$ cat src/hw/rtl/upmix5_pkg.sv
// upmix5_pkg: widths, types, coefficients and the multiply-accumulate program
// for the stereo to five-channel upmix unit
// no dependencies
package upmix5_pkg;

   localparam int SAMPLE_WIDTH = 24;
   localparam int COEF_WIDTH   = 32;
   localparam int PROD_WIDTH   = SAMPLE_WIDTH + COEF_WIDTH;
   localparam int ACC_WIDTH    = PROD_WIDTH + 4;
   localparam int FRAC_BITS    = 30;
   localparam int NUM_FILTERS  = 6;
   localparam int NUM_STEPS    = 36;
   localparam int STEP_WIDTH   = $clog2(NUM_STEPS);
   localparam int FILT_WIDTH   = $clog2(NUM_FILTERS);

   typedef logic signed [SAMPLE_WIDTH-1:0] sample_type;
   typedef logic signed [COEF_WIDTH-1:0]   coef_type;
   typedef logic signed [PROD_WIDTH-1:0]   prod_type;
   typedef logic signed [ACC_WIDTH-1:0]    acc_type;
   typedef logic [STEP_WIDTH-1:0]          step_idx_type;
   typedef logic [FILT_WIDTH-1:0]          filt_type;

   localparam sample_type S_MAX = {1'b0, {(SAMPLE_WIDTH-1){1'b1}}};
   localparam sample_type S_MIN = {1'b1, {(SAMPLE_WIDTH-1){1'b0}}};
   localparam acc_type    Q30_HALF = acc_type'(64'sd1 << (FRAC_BITS - 1));
   localparam longint     CLIP_THR_L =
      (99 * (longint'(1) << (SAMPLE_WIDTH - 1)) + 50) / 100;
   localparam logic signed [SAMPLE_WIDTH:0] CLIP_THR = (SAMPLE_WIDTH+1)'(CLIP_THR_L);

   localparam step_idx_type LAST_STEP = step_idx_type'(NUM_STEPS - 1);

   // output_mode register values
   localparam logic [1:0] MODE_MUTE_ALL  = 2'd0;
   localparam logic [1:0] MODE_NO_CENTER = 2'd1;
   localparam logic [1:0] MODE_ALL       = 2'd2;
   localparam logic [1:0] MODE_RESERVED  = 2'd3;

   localparam coef_type G_M1DB   = 32'sd956973474;
   localparam coef_type G_M4DB   = 32'sd677484920;
   localparam coef_type G_M10DB  = 32'sd339547230;
   localparam coef_type G_M3P9DB = 32'sd685329678;
   localparam coef_type G_M9P5DB = 32'sd359665930;

   localparam logic [1:0] KIND_LPF11K = 2'd0;
   localparam logic [1:0] KIND_HPF5K  = 2'd1;
   localparam logic [1:0] KIND_HPF3K  = 2'd2;

   // a0 a1 a2 -b1 -b2
   localparam coef_type BQ_COEF [3][5] = '{
      '{32'sd295478837, 32'sd590957674, 32'sd295478837, 32'sd177430198, -32'sd285603721},
      '{32'sd710028503, -32'sd1420057006, 32'sd710028503, 32'sd1256424982,
        -32'sd509947206},
      '{32'sd843995873, -32'sd1687991746, 32'sd843995873, 32'sd1621204445,
        -32'sd681037223}
   };

   typedef enum logic [3:0] {
      SRC_IN_L, SRC_IN_R, SRC_L, SRC_R, SRC_SL, SRC_SR, SRC_Y,
      SRC_X1, SRC_X2, SRC_Y1, SRC_Y2
   } src_type;

   typedef enum logic [3:0] {
      DST_L, DST_R, DST_SL, DST_SR, DST_Y, DST_C, DST_FL, DST_TR, DST_FR
   } dst_type;

   typedef enum logic [1:0] {
      ST_IDLE, ST_RUN, ST_DRAIN, ST_CLIP
   } state_type;

   typedef struct packed {
      src_type  src;
      src_type  xsrc;
      filt_type filt;
      coef_type coef;
      logic     first;
      logic     last;
      logic     hist;
      dst_type  dst;
   } step_type;

   typedef struct packed {
      sample_type x1;
      sample_type x2;
      sample_type y1;
      sample_type y2;
   } hist_type;

   function automatic step_type gain_step(src_type s, coef_type g, dst_type d);
      step_type r;
      r.src   = s;
      r.xsrc  = s;
      r.filt  = '0;
      r.coef  = g;
      r.first = 1'b1;
      r.last  = 1'b1;
      r.hist  = 1'b0;
      r.dst   = d;
      return r;
   endfunction

   function automatic step_type bq_step(logic [2:0] j, src_type x, filt_type f,
                                        logic [1:0] kind, dst_type d);
      step_type r;
      r.xsrc  = x;
      r.filt  = f;
      r.coef  = BQ_COEF[kind][j];
      r.first = (j == 3'd0);
      r.last  = (j == 3'd4);
      r.hist  = 1'b1;
      r.dst   = d;
      case (j)
         3'd0:    r.src = x;
         3'd1:    r.src = SRC_X1;
         3'd2:    r.src = SRC_X2;
         3'd3:    r.src = SRC_Y1;
         default: r.src = SRC_Y2;
      endcase
      return r;
   endfunction

   function automatic step_type get_step(step_idx_type i);
      step_type r;
      if (i == 6'd0)
         r = gain_step(SRC_IN_L, G_M1DB, DST_L);
      else if (i == 6'd1)
         r = gain_step(SRC_IN_R, G_M1DB, DST_R);
      else if (i < 6'd7)
         r = bq_step(3'(i - 6'd2), SRC_L, 3'd0, KIND_LPF11K, DST_SL);
      else if (i < 6'd12)
         r = bq_step(3'(i - 6'd7), SRC_L, 3'd1, KIND_HPF5K, DST_Y);
      else if (i == 6'd12)
         r = gain_step(SRC_Y, G_M10DB, DST_C);
      else if (i < 6'd18)
         r = bq_step(3'(i - 6'd13), SRC_SL, 3'd2, KIND_HPF3K, DST_Y);
      else if (i == 6'd18)
         r = gain_step(SRC_Y, G_M4DB, DST_FL);
      else if (i < 6'd24)
         r = bq_step(3'(i - 6'd19), SRC_R, 3'd3, KIND_LPF11K, DST_SR);
      else if (i < 6'd29)
         r = bq_step(3'(i - 6'd24), SRC_R, 3'd4, KIND_HPF5K, DST_Y);
      else if (i == 6'd29)
         r = gain_step(SRC_Y, G_M9P5DB, DST_TR);
      else if (i < 6'd35)
         r = bq_step(3'(i - 6'd30), SRC_SR, 3'd5, KIND_HPF3K, DST_Y);
      else
         r = gain_step(SRC_Y, G_M3P9DB, DST_FR);
      return r;
   endfunction

endpackage

$ cat src/hw/rtl/stereo_to_five_channel_upmix_unit.sv
// stereo_to_five_channel_upmix_unit: -1 dB input gain, six biquads and output gains
// on one shared multiply-accumulate unit, front clipping and output muting
// depends on upmix5_pkg
//
//   channel  ports                        direction  carries
//   req      req_valid/ready, left/right  in         one stereo word
//   rsp      rsp_valid/ready, 5 channels  out        one five-channel word
//   csr      csr_valid/ready, output_mode in         output mode register
//
// a word is accepted, then runs 36 multiply-accumulate steps on the
// single multiplier, with a drain state after each of the 12 filter or gain
// results, and a final step for front clipping
// reset clears the filter histories, the sequencer and sets output_mode to 2
// a result waiting on rsp does not block the next req word; the next result
// holds in the clip step until the output register frees up
module stereo_to_five_channel_upmix_unit (
   input  logic                                clock,
   input  logic                                reset,
   input  logic                                req_valid,
   output logic                                req_ready,
   input  logic signed [upmix5_pkg::SAMPLE_WIDTH-1:0] req_left_in,
   input  logic signed [upmix5_pkg::SAMPLE_WIDTH-1:0] req_right_in,
   output logic                                rsp_valid,
   input  logic                                rsp_ready,
   output logic signed [upmix5_pkg::SAMPLE_WIDTH-1:0] rsp_front_left,
   output logic signed [upmix5_pkg::SAMPLE_WIDTH-1:0] rsp_front_right,
   output logic signed [upmix5_pkg::SAMPLE_WIDTH-1:0] rsp_surround_left,
   output logic signed [upmix5_pkg::SAMPLE_WIDTH-1:0] rsp_surround_right,
   output logic signed [upmix5_pkg::SAMPLE_WIDTH-1:0] rsp_center,
   input  logic                                csr_valid,
   output logic                                csr_ready,
   input  logic [1:0]                          csr_output_mode
);

   upmix5_pkg::state_type    state_ff, state_in;
   upmix5_pkg::step_idx_type step_ff, step_in;
   logic [1:0]               mode_ff;

   upmix5_pkg::sample_type in_l_ff, in_r_ff, l_ff, r_ff, sl_ff, sr_ff, y_ff;
   upmix5_pkg::sample_type c_ff, fl_ff, tr_ff, fr_ff;
   upmix5_pkg::hist_type   hist_ff [upmix5_pkg::NUM_FILTERS];

   upmix5_pkg::prod_type prod_ff, prod_in;
   upmix5_pkg::acc_type  acc_ff, acc_in;
   upmix5_pkg::step_type pstep_ff, cur;
   logic                 pv_ff;

   upmix5_pkg::sample_type out_fl_ff, out_fr_ff, out_sl_ff, out_sr_ff, out_c_ff;
   logic                   rsp_valid_ff, rsp_valid_in;

   logic issue, load_out, step_inc;
   upmix5_pkg::sample_type op_val, x_val, y_res;
   upmix5_pkg::acc_type    base, sum;
   logic signed [upmix5_pkg::ACC_WIDTH-upmix5_pkg::FRAC_BITS-1:0] shifted;
   logic signed [upmix5_pkg::SAMPLE_WIDTH:0] fl_sum, fr_sum;
   upmix5_pkg::sample_type fl_clip, fr_clip;

   function automatic upmix5_pkg::sample_type pick(
      upmix5_pkg::src_type s, upmix5_pkg::hist_type h,
      upmix5_pkg::sample_type il, upmix5_pkg::sample_type ir,
      upmix5_pkg::sample_type l, upmix5_pkg::sample_type r,
      upmix5_pkg::sample_type sl, upmix5_pkg::sample_type sr,
      upmix5_pkg::sample_type y);
      upmix5_pkg::sample_type v;
      case (s)
         upmix5_pkg::SRC_IN_L: v = il;
         upmix5_pkg::SRC_IN_R: v = ir;
         upmix5_pkg::SRC_L:    v = l;
         upmix5_pkg::SRC_R:    v = r;
         upmix5_pkg::SRC_SL:   v = sl;
         upmix5_pkg::SRC_SR:   v = sr;
         upmix5_pkg::SRC_Y:    v = y;
         upmix5_pkg::SRC_X1:   v = h.x1;
         upmix5_pkg::SRC_X2:   v = h.x2;
         upmix5_pkg::SRC_Y1:   v = h.y1;
         upmix5_pkg::SRC_Y2:   v = h.y2;
         default:              v = '0;
      endcase
      return v;
   endfunction

   function automatic upmix5_pkg::sample_type clip_front(
      logic signed [upmix5_pkg::SAMPLE_WIDTH:0] v);
      upmix5_pkg::sample_type r;
      if (v > upmix5_pkg::CLIP_THR)
         r = upmix5_pkg::S_MAX;
      else if (v < -upmix5_pkg::CLIP_THR)
         r = upmix5_pkg::S_MIN;
      else
         r = upmix5_pkg::SAMPLE_WIDTH'(v);
      return r;
   endfunction

   // sequencer
   always_comb begin
      state_in = state_ff;
      cur      = upmix5_pkg::get_step(step_ff);
      case (state_ff)
         upmix5_pkg::ST_IDLE: begin
            if (req_valid)
               state_in = upmix5_pkg::ST_RUN;
         end
         upmix5_pkg::ST_RUN: begin
            if (cur.last)
               state_in = upmix5_pkg::ST_DRAIN;
         end
         upmix5_pkg::ST_DRAIN: begin
            if (step_ff == upmix5_pkg::LAST_STEP)
               state_in = upmix5_pkg::ST_CLIP;
            else
               state_in = upmix5_pkg::ST_RUN;
         end
         upmix5_pkg::ST_CLIP: begin
            if (!rsp_valid_ff || rsp_ready)
               state_in = upmix5_pkg::ST_IDLE;
         end
         default: state_in = upmix5_pkg::ST_IDLE;
      endcase
   end

   always_comb begin
      req_ready = 1'b0;
      issue     = 1'b0;
      load_out  = 1'b0;
      step_inc  = 1'b0;
      case (state_ff)
         upmix5_pkg::ST_IDLE:  req_ready = 1'b1;
         upmix5_pkg::ST_RUN: begin
            issue    = 1'b1;
            step_inc = !cur.last;
         end
         upmix5_pkg::ST_DRAIN: step_inc = (step_ff != upmix5_pkg::LAST_STEP);
         upmix5_pkg::ST_CLIP:  load_out = !rsp_valid_ff || rsp_ready;
         default: ;
      endcase
   end

   always_comb begin
      if (req_valid && req_ready)
         step_in = '0;
      else if (step_inc)
         step_in = step_ff + 1'b1;
      else
         step_in = step_ff;
   end

   // shared multiply-accumulate
   always_comb begin
      op_val  = pick(cur.src, hist_ff[cur.filt], in_l_ff, in_r_ff, l_ff, r_ff,
                     sl_ff, sr_ff, y_ff);
      prod_in = upmix5_pkg::PROD_WIDTH'(op_val) * upmix5_pkg::PROD_WIDTH'(cur.coef);
      base    = pstep_ff.first ? upmix5_pkg::Q30_HALF : acc_ff;
      sum     = base + upmix5_pkg::ACC_WIDTH'(prod_ff);
      acc_in  = sum;
      shifted = sum[upmix5_pkg::ACC_WIDTH-1:upmix5_pkg::FRAC_BITS];
      if (shifted > upmix5_pkg::S_MAX)
         y_res = upmix5_pkg::S_MAX;
      else if (shifted < upmix5_pkg::S_MIN)
         y_res = upmix5_pkg::S_MIN;
      else
         y_res = upmix5_pkg::SAMPLE_WIDTH'(shifted);
      x_val = pick(pstep_ff.xsrc, hist_ff[pstep_ff.filt], in_l_ff, in_r_ff, l_ff, r_ff,
                   sl_ff, sr_ff, y_ff);
   end

   // front clipping; muting is applied when the output registers load
   always_comb begin
      fl_sum  = (upmix5_pkg::SAMPLE_WIDTH+1)'(fl_ff) + (upmix5_pkg::SAMPLE_WIDTH+1)'(c_ff);
      fr_sum  = (upmix5_pkg::SAMPLE_WIDTH+1)'(fr_ff) + (upmix5_pkg::SAMPLE_WIDTH+1)'(tr_ff);
      fl_clip = clip_front(fl_sum);
      fr_clip = clip_front(fr_sum);
   end

   assign rsp_valid_in = load_out ? 1'b1 : (rsp_ready ? 1'b0 : rsp_valid_ff);

   always_ff @(posedge clock) begin
      if (reset) begin
         state_ff     <= upmix5_pkg::ST_IDLE;
         step_ff      <= '0;
         mode_ff      <= upmix5_pkg::MODE_ALL;
         pv_ff        <= 1'b0;
         rsp_valid_ff <= 1'b0;
         for (int i = 0; i < upmix5_pkg::NUM_FILTERS; i++)
            hist_ff[i] <= '0;
      end else begin
         state_ff     <= state_in;
         step_ff      <= step_in;
         pv_ff        <= issue;
         rsp_valid_ff <= rsp_valid_in;
         if (csr_valid)
            mode_ff <= csr_output_mode;
         if (pv_ff && pstep_ff.last && pstep_ff.hist) begin
            hist_ff[pstep_ff.filt].x2 <= hist_ff[pstep_ff.filt].x1;
            hist_ff[pstep_ff.filt].x1 <= x_val;
            hist_ff[pstep_ff.filt].y2 <= hist_ff[pstep_ff.filt].y1;
            hist_ff[pstep_ff.filt].y1 <= y_res;
         end
      end
   end

   // datapath registers
   always_ff @(posedge clock) begin
      if (req_valid && req_ready) begin
         in_l_ff <= req_left_in;
         in_r_ff <= req_right_in;
      end
      if (issue) begin
         prod_ff  <= prod_in;
         pstep_ff <= cur;
      end
      if (pv_ff) begin
         acc_ff <= acc_in;
         if (pstep_ff.last) begin
            case (pstep_ff.dst)
               upmix5_pkg::DST_L:  l_ff  <= y_res;
               upmix5_pkg::DST_R:  r_ff  <= y_res;
               upmix5_pkg::DST_SL: sl_ff <= y_res;
               upmix5_pkg::DST_SR: sr_ff <= y_res;
               upmix5_pkg::DST_Y:  y_ff  <= y_res;
               upmix5_pkg::DST_C:  c_ff  <= y_res;
               upmix5_pkg::DST_FL: fl_ff <= y_res;
               upmix5_pkg::DST_TR: tr_ff <= y_res;
               upmix5_pkg::DST_FR: fr_ff <= y_res;
               default: ;
            endcase
         end
      end
      if (load_out) begin
         out_fl_ff <= fl_clip;
         out_fr_ff <= fr_clip;
         out_sl_ff <= (mode_ff == upmix5_pkg::MODE_NO_CENTER ||
                       mode_ff == upmix5_pkg::MODE_ALL) ? sl_ff : '0;
         out_sr_ff <= (mode_ff == upmix5_pkg::MODE_NO_CENTER ||
                       mode_ff == upmix5_pkg::MODE_ALL) ? sr_ff : '0;
         out_c_ff  <= (mode_ff == upmix5_pkg::MODE_ALL) ? c_ff : '0;
      end
   end

   assign csr_ready          = 1'b1;
   assign rsp_valid          = rsp_valid_ff;
   assign rsp_front_left     = out_fl_ff;
   assign rsp_front_right    = out_fr_ff;
   assign rsp_surround_left  = out_sl_ff;
   assign rsp_surround_right = out_sr_ff;
   assign rsp_center         = out_c_ff;

`ifndef ASSERT_OFF
   a_drain_has_product: assert property (@(posedge clock) disable iff (reset)
      state_ff == upmix5_pkg::ST_DRAIN |-> pv_ff && pstep_ff.last)
      else $error("drain cycle without a finishing product");

   a_start_at_zero: assert property (@(posedge clock) disable iff (reset)
      req_valid && req_ready |=> state_ff == upmix5_pkg::ST_RUN && step_ff == '0)
      else $error("sequencer did not restart at step zero");

   a_no_overwrite: assert property (@(posedge clock) disable iff (reset)
      rsp_valid && !rsp_ready |=> rsp_valid && $stable(rsp_front_left))
      else $error("pending result overwritten");
`endif

endmodule

$ cat config.mk
export PLATFORM = sky130hd
export DESIGN_NAME = stereo_to_five_channel_upmix_unit
export DESIGN_NICKNAME = d
export VERILOG_FILES = /design/src/hw/rtl/upmix5_pkg.sv /design/src/hw/rtl/stereo_to_five_channel_upmix_unit.sv
export SDC_FILE = /design/constraint.sdc
export NUM_CORES = 2
export LEC_CHECK = 0
export ABC_AREA = 1
export BUFFER_PORTS_ARGS = -buffer_cell sky130_fd_sc_hd__buf_4
export CAP_MARGIN = 20
export CORE_MARGIN = 2
export CORE_UTILIZATION = 45
export CTS_CLUSTER_SIZE = 12
export DETAILED_ROUTE_END_ITERATION = 8
export GPL_ROUTABILITY_DRIVEN = 0
export GPL_TIMING_DRIVEN = 0
export RECOVER_POWER = 50
export SYNTH_ARGS = -nofsm -noshare
export SYNTH_HDL_FRONTEND = slang
export SYNTH_SLANG_ARGS = --single-unit
$ cat constraint.sdc
create_clock -name clock -period 27.5 [get_ports clock]
set_clock_uncertainty 0.05 [all_clocks]
set_input_delay 4.125 -clock clock [delete_from_list [all_inputs] [get_ports clock]]
set_output_delay 4.125 -clock clock [all_outputs]
set_load 0.02 [all_outputs]
# [Yosys cells after proc, flatten, opt, wreduce, memory -nomap -nowiden]
# Memory sizes are Yosys's and may differ from the RTL's. A register that Yosys moved wholly into a read port is not among the register bits.
# Cells that the tools add are included.
# W data, S select, Z words.
[word_totals] word_cells=234 romBits=1536 mem_bits_rw=576 input_bits=55 output_inout_bits=123 ff_bits=526 memories=7
[op_classes] addsub=10 n_mux=56 n_mul=1 n_eq_ne=66 n_reduce_logical=35 order_cmp=18 n_bitwise=6
[mem_list] name="hist_ff" depth=6 word_bits=96 rd=2 rd_clocked_by_memory_dff=1 wr=6 line="stereo_to_five_channel_upmix_unit.sv:41" rtl="upmix5_pkg::hist_type hist_ff [upmix5_pkg::NUM_FILTERS];"
[mem_list] name="(name not given)" depth=8 word_bits=32 rd=1 rd_clocked_by_memory_dff=0 wr=0 line="upmix5_pkg.sv:106" rtl="r.coef = BQ_COEF[kind][j];"
[mem_list] name="(name not given)" depth=8 word_bits=32 rd=1 rd_clocked_by_memory_dff=0 wr=0 line="upmix5_pkg.sv:106"
[mem_list] name="(name not given)" depth=8 word_bits=32 rd=1 rd_clocked_by_memory_dff=0 wr=0 line="upmix5_pkg.sv:106"
[mem_list] name="(name not given)" depth=8 word_bits=32 rd=1 rd_clocked_by_memory_dff=0 wr=0 line="upmix5_pkg.sv:106"
[mem_list] name="(name not given)" depth=8 word_bits=32 rd=1 rd_clocked_by_memory_dff=0 wr=0 line="upmix5_pkg.sv:106"
[mem_list] name="1 more memories"
[op_table] operator="$mux W50" n=11
[op_table] operator="$pmux W24 S11" n=2
[op_table] operator="$mux W32" n=12
[op_table] operator="$mux W24" n=4
[op_table] operator="$mux W96" n=1
[op_table] operator="$pmux W4 S4" n=6
[op_table] operator="$reduce_or A96 Y1" n=1
[op_table] operator="$add A60 B56 Y60" n=1
[op_table] operator="$mux W60" n=1
[op_table] operator="$mul A24 B32 Y56" n=1
[op_table] operator="$add A24 B24 Y25" n=2
[op_table] operator="$gt A25 B24 Y1 const B" n=2
[op_table] operator="$lt A25 B24 Y1 const B" n=2
[op_table] operator="$eq A4 B3 Y1 const B" n=12
[op_table] operator="$eq A3 B2 Y1 const B" n=12
[op_table] operator="$gt A30 B24 Y1 const B" n=1
[op_table] operator="$lt A30 B24 Y1 const B" n=1
[op_table] operator="$reduce_and A3 Y1" n=10
[op_table] operator="$eq A4 B4 Y1 const B" n=7
[op_table] operator="$eq A4 B2 Y1 const B" n=6
[op_table] operator="$ge A4 B4 Y1 const B" n=6
[op_table] operator="$not A3 Y4" n=6
[op_table] operator="$eq A3 B1 Y1 const B" n=6
[op_table] operator="$eq A3 B3 Y1 const B" n=6
[op_table] operator="other kinds (34)" n=73

# [Depth between registers and ports, before layout]
[logic_depth] ltp_word=19 ltp_mapped=52 ltp_nobuf=49

# [Worst setup path after synthesis]
# Ideal clock, no wire load.
[synth_path] path_type="input to register" from="in rsp_ready" to="reg out_c_ff[0] (netlist: rsp_center[0]), enable pin" setup_ps=639 n_path_buf=0 path_slack_ps=16896 t_arrival_ps=9915 required_ps=26811 cell_stages=2 path_cell_list="inv_1 a21oi_1"
[synth_via] elab_chain_len=2
[synth_lines] item="start, declared" line="stereo_to_five_channel_upmix_unit.sv:24" rtl="input logic rsp_ready,"
[synth_lines] item="$logic_or A1 B1 Y1" line="stereo_to_five_channel_upmix_unit.sv:133" rtl="upmix5_pkg::ST_CLIP: load_out = !rsp_valid_ff || rsp_ready;"
[synth_lines] item="$mux W1" line="stereo_to_five_channel_upmix_unit.sv:126" rtl="case (state_ff)"
[synth_lines] item="net load_out" line="stereo_to_five_channel_upmix_unit.sv:51" rtl="logic issue, load_out, step_inc;"
[synth_lines] item="end signal, assigned" line="stereo_to_five_channel_upmix_unit.sv:235" rtl="out_c_ff <= (mode_ff == upmix5_pkg::MODE_ALL) ? c_ff : '0;"
[synth_lines] item="end, declared" line="stereo_to_five_channel_upmix_unit.sv:48" rtl="upmix5_pkg::sample_type out_fl_ff, out_fr_ff, out_sl_ff, out_sr_ff, out_c_ff;"
# The timed path passes the listed nets, and every way through them passes these cells.
# A chain may end at the register's enable or synchronous reset.

# [Worst setup path after layout]
[layout_path] from="reg step_ff[0]" to="reg prod_ff[39] (data pin)"
[layout_via] elab_chain_len=17 word_cells_on_any_way=96 classes_between="add/sub (6); mul (1); order compare (6); eq/ne (32); mux (30); bitwise (6); reduce/logical (8); memory (7)"
[layout_lines] item="start, declared" line="stereo_to_five_channel_upmix_unit.sv:36" rtl="upmix5_pkg::step_idx_type step_ff, step_in;"
[layout_lines] item="start signal, assigned" line="stereo_to_five_channel_upmix_unit.sv:187" rtl="step_ff <= step_in;"
[layout_lines] item="$sub A3 B3 Y3" line="upmix5_pkg.sv:144" rtl="r = bq_step(3'(i - 6'd30), SRC_SR, 3'd5, KIND_HPF3K, DST_Y);"
[layout_lines] item="$eq A3 B2 Y1 (tied with other cells)" line="upmix5_pkg.sv:111" rtl="case (j)"
[layout_lines] item="$pmux W4 S4 or $mem_v2 Z8 W32 (tied branches)"
[layout_lines] item="$mux W50 or $mux W32 (tied branches)" line="upmix5_pkg.sv:143, upmix5_pkg.sv:106"
[layout_lines] item="$mux W50 or $mux W32 (tied branches)" line="upmix5_pkg.sv:141, upmix5_pkg.sv:106"
[layout_lines] item="$mux W50, on equally long branches" line="upmix5_pkg.sv:139, upmix5_pkg.sv:143"
[layout_lines] item="$mux W50, on equally long branches" line="upmix5_pkg.sv:137, upmix5_pkg.sv:141"
[layout_lines] item="$mux W50, on equally long branches" line="upmix5_pkg.sv:135, upmix5_pkg.sv:139"
[layout_lines] item="(+2 left out)"
[layout_lines] item="$mux W50, on equally long branches" line="upmix5_pkg.sv:129, upmix5_pkg.sv:133"
[layout_lines] item="$mux W50, on equally long branches" line="upmix5_pkg.sv:127, upmix5_pkg.sv:131"
[layout_lines] item="$mux W50, on equally long branches" line="upmix5_pkg.sv:125, upmix5_pkg.sv:129"
[layout_lines] item="$mux W50 (*)" line="upmix5_pkg.sv:123" rtl="if (i == 6'd0)"
[layout_lines] item="$eq A4 B4 Y1 (tied with other cells)" line="stereo_to_five_channel_upmix_unit.sv:65" rtl="case (s)"
[layout_lines] item="$pmux W24 S11 or $mux W50 (tied branches)" line="stereo_to_five_channel_upmix_unit.sv:65, upmix5_pkg.sv:123"
[layout_lines] item="$mul A24 B32 Y56 (*)" line="stereo_to_five_channel_upmix_unit.sv:151" rtl="prod_in = upmix5_pkg::PROD_WIDTH'(op_val) * upmix5_pkg::PROD_WIDTH'(cur.coef);"
[layout_lines] item="net prod_in[39]" line="stereo_to_five_channel_upmix_unit.sv:43" rtl="upmix5_pkg::prod_type prod_ff, prod_in;"
[layout_lines] item="end signal, assigned" line="stereo_to_five_channel_upmix_unit.sv:208" rtl="prod_ff <= prod_in;"
[layout_lines] item="end, declared" line="stereo_to_five_channel_upmix_unit.sv:43"
# Mark *: on every way through the listed nets, which the timed path passes. The rest lies on a longest branch. The select of a mux whose other input is x is not followed.

==> impl_results.md <==
- Status: finished with violations
- Violated checks: DRC, capacitance limit, slew limit
- Global-route wire length before repair: 546 mm
- Tmin final: 15300 ps
- Worst reg2reg path depth: 39
- Vias in the first global route: 80100
- Synthesized instance count: 10700
- Inst Count DP: 13600
- Post-synth EDFFs: 1213
- Worst-path fanout max: 13
- CTS Buf Count: 139
- Nets: 12200
- Most frequent cells in the layout: 2600 x nand2_1, 1689 x inv_1, 1343 x nor2_1
- Insertion delay to the later sink of the worst-skew pair: 860 ps
- Crit path largest cell delay: 1410 ps
- # hold bufs at CTS: 0
- Hold Startpoint: mode_ff[0]
- H-tree depth: 4
- Largest net degree at the start of global routing: 61
- Ports: 178
- Synth area leader: edfxtp_1
- Required time worst endpoint: 27940 ps
- Drt wl/cell: 27.8 um
- Post-DRT Antenna Nets: 0
- Rel. slew slack: -179%
- Sequential-to-total area share from yosys stat: 39.7%
- Row cnt: 166
- RSZ-0062 raised after global routing: false
- Fmax: 0.0654 GHz
- CTS sink count: 1228
- Flop2flop setup slack: 12200 ps
- Seq cells post-synth: 1228
- Synth top area share: 39.4%
- Post-Route WL: 384 mm
- RR Startpoint: step_ff[0]
- Die Span X: 457 um
- Detailed Routing Iterations Pass 1: 9
- Worst Setup Start Kind: flip-flop
- Clock transition at path regs: 60 ps
- Postcts setup bufs: 0
- Worst min path class: reg -> reg
- Synthesized area per cell: 8.67 um2
- Drt via density: 5.98
- Worst-margin pin slew: 4190 ps
- WS Path Type: reg -> reg
- Die area: 209000 um2
- CTS tree: yes
- Worst-case hold path end point: mode_ff[0]
- Post-synth ARST share: 0%
- DR vias: 82800
- Tot GR Track Use: 36.3%
- CP Buf/Inv Count: 12
- Endpoints failing setup: 0
- Slew Viols, Final: 487
- Main area contributors after synthesis: edfxtp_1 39%, fa_1 17%, nand2_1 11%
- Area grow syn2layout: 10.2%
- Die Span Y: 457 um
- Yosys warns: 0
- DP Wirelength: 293 mm
- Synth unique cells: 61
- Worst path most repeated cell: nand2_1
- Dominant synthesized flop cell: edfxtp_1
- Initial Utilization: 45.2%
- Max-Cap Viols: 18
- CTS resizes: 0
- Clock Path Buffers: 3
- Share of layout cells above drive strength 1: 4.87%
- Worst path arrival time: 15740 ps
- Worst path slowest cell: nor2_1
- Port Buffer Count: 176
- Total gr overflow: 0
- Mapped Area: 92400 um2
- Synthesized Nets: 11800
- Final hold viol count: 0
- Setup crit end kind: flip-flop
- Initial antenna violation count: 32
- Iter 0 DRT Violations: 13600
- Most common cell after layout, fill and taps aside: nand2_1
- Total Neg Setup Slack: 0 ps
- DRC viols: 1
- Root Buffer: clkbuf_16
- Hold depth: 2
- Fin crit share: 55.6%
- R2R Path End: prod_ff[39]
- Core area: 204000 um2
- Cell family with most CP delay: simple AND/OR/NAND/NOR gates
- Layout Cells excl Fill: 13800
## how the worst max path moves through the flow
stage | to | startpoint | cells past startpoint
2_1_floorplan | rsp_center[0] | rsp_ready | 2
3_3_place_gp | hist_ff[5][9] | reset | 7
3_5_place_dp | prod_ff[39] | step_ff[0] | 39
4_1_cts | prod_ff[39] | step_ff[0] | 39
5_1_grt | prod_ff[39] | step_ff[0] | 39
6_report | prod_ff[39] | step_ff[0] | 39
## metrics by stage
stage	setup WS [ps]	utilization [%]	instance area (um2)	hold WS, ps
after detailed placement	14050	48.0	98100	423
after global placement	12050	47.5	97100	406
after global routing	12040	49.8	102000	470
final	12200	49.8	102000	428
after CTS	13990	50.2	103000	432
after floorplan	16900	-	92400	383
## per-layer routing
metal / track usage [%] / up-vias / routed length (um)
met1: 46.6 / 39800 / 139000
met2: 50.2 / 6721 / 152000
met5: 0 / - / 273
met3: 13.8 / 1476 / 59400
met4: 25.5 / 26 / 34000
li1: - / 34800 / -
## tightest hold or removal path, stage by stage, from the launching register on
cell and delay (ps):
dfxtp_1 290, inv_1 70, a21oi_1 60
## cells in the mapped netlist (14+ instances only)
master,instances
nand2_1,2601
inv_1,1686
nor2_1,1343
edfxtp_1,1213
fa_1,787
nand3_1,781
o21ai_0,404
a21oi_1,312
ha_1,281
clkbuf_1,279
buf_2,121
nand4_1,93
xor2_1,85
o211ai_1,54
buf_4,53
o221ai_1,53
xnor2_1,47
nor3_1,42
o22ai_1,40
inv_2,38
buf_1,33
a31oi_1,28
o21bai_1,28
nand3_2,21
a21o_1,20
nand2_2,17
buf_6,16
nand3b_1,16
dfxtp_1,15
a221oi_1,14
## cells by family (layout without fill, tap and decap cells)
logic type | Yosys count | after routing | share of synthesized area (%)
AOI/OAI and AO/OA | 1029 | 1029 | 6.46
xor gates and xnor gates | 132 | 132 | 1.25
adders and majority gates | 1068 | 1068 | 20.9
buffers and inverters | 2233 | 2709 | 9.58
DFF | 1228 | 1228 | 39.7
other | 1 | 17 | 0.00406
and+or+nand+nor | 4973 | 4973 | 22.1
## area by class of cell
type / instances / area (um2)
sequential: 1228 / 36700
clock inverter: 71 / 821
timing repair buffer: 238 / 1590
tap: 2688 / 3360
fill: 19600 / 103000
buffer: 502 / 2340
inverter: 1731 / 6500
antenna: 16 / 40.0
clock buffer: 167 / 3610
multi-input combinational: 7203 / 46900
## state kept, by name, indices dropped and copies added, names as in the netlist, 2 cells and up, named ones only
signal / count
hist_ff: 700
acc_ff: 60
prod_ff: 56
c_ff: 24
fl_ff: 24
fr_ff: 24
in_l_ff: 24
in_r_ff: 24
l_ff: 24
r_ff: 24
rsp_center: 24
rsp_front_left: 24
rsp_front_right: 24
rsp_surround_left: 24
rsp_surround_right: 24
sl_ff: 24
sr_ff: 24
tr_ff: 24
y_ff: 24
pstep_ff: 13
step_ff: 6
mode_ff: 2
state_ff: 2
Power is not shown: default switching activity piles up to over one toggle a cycle in this logic, so the estimate is an artifact.
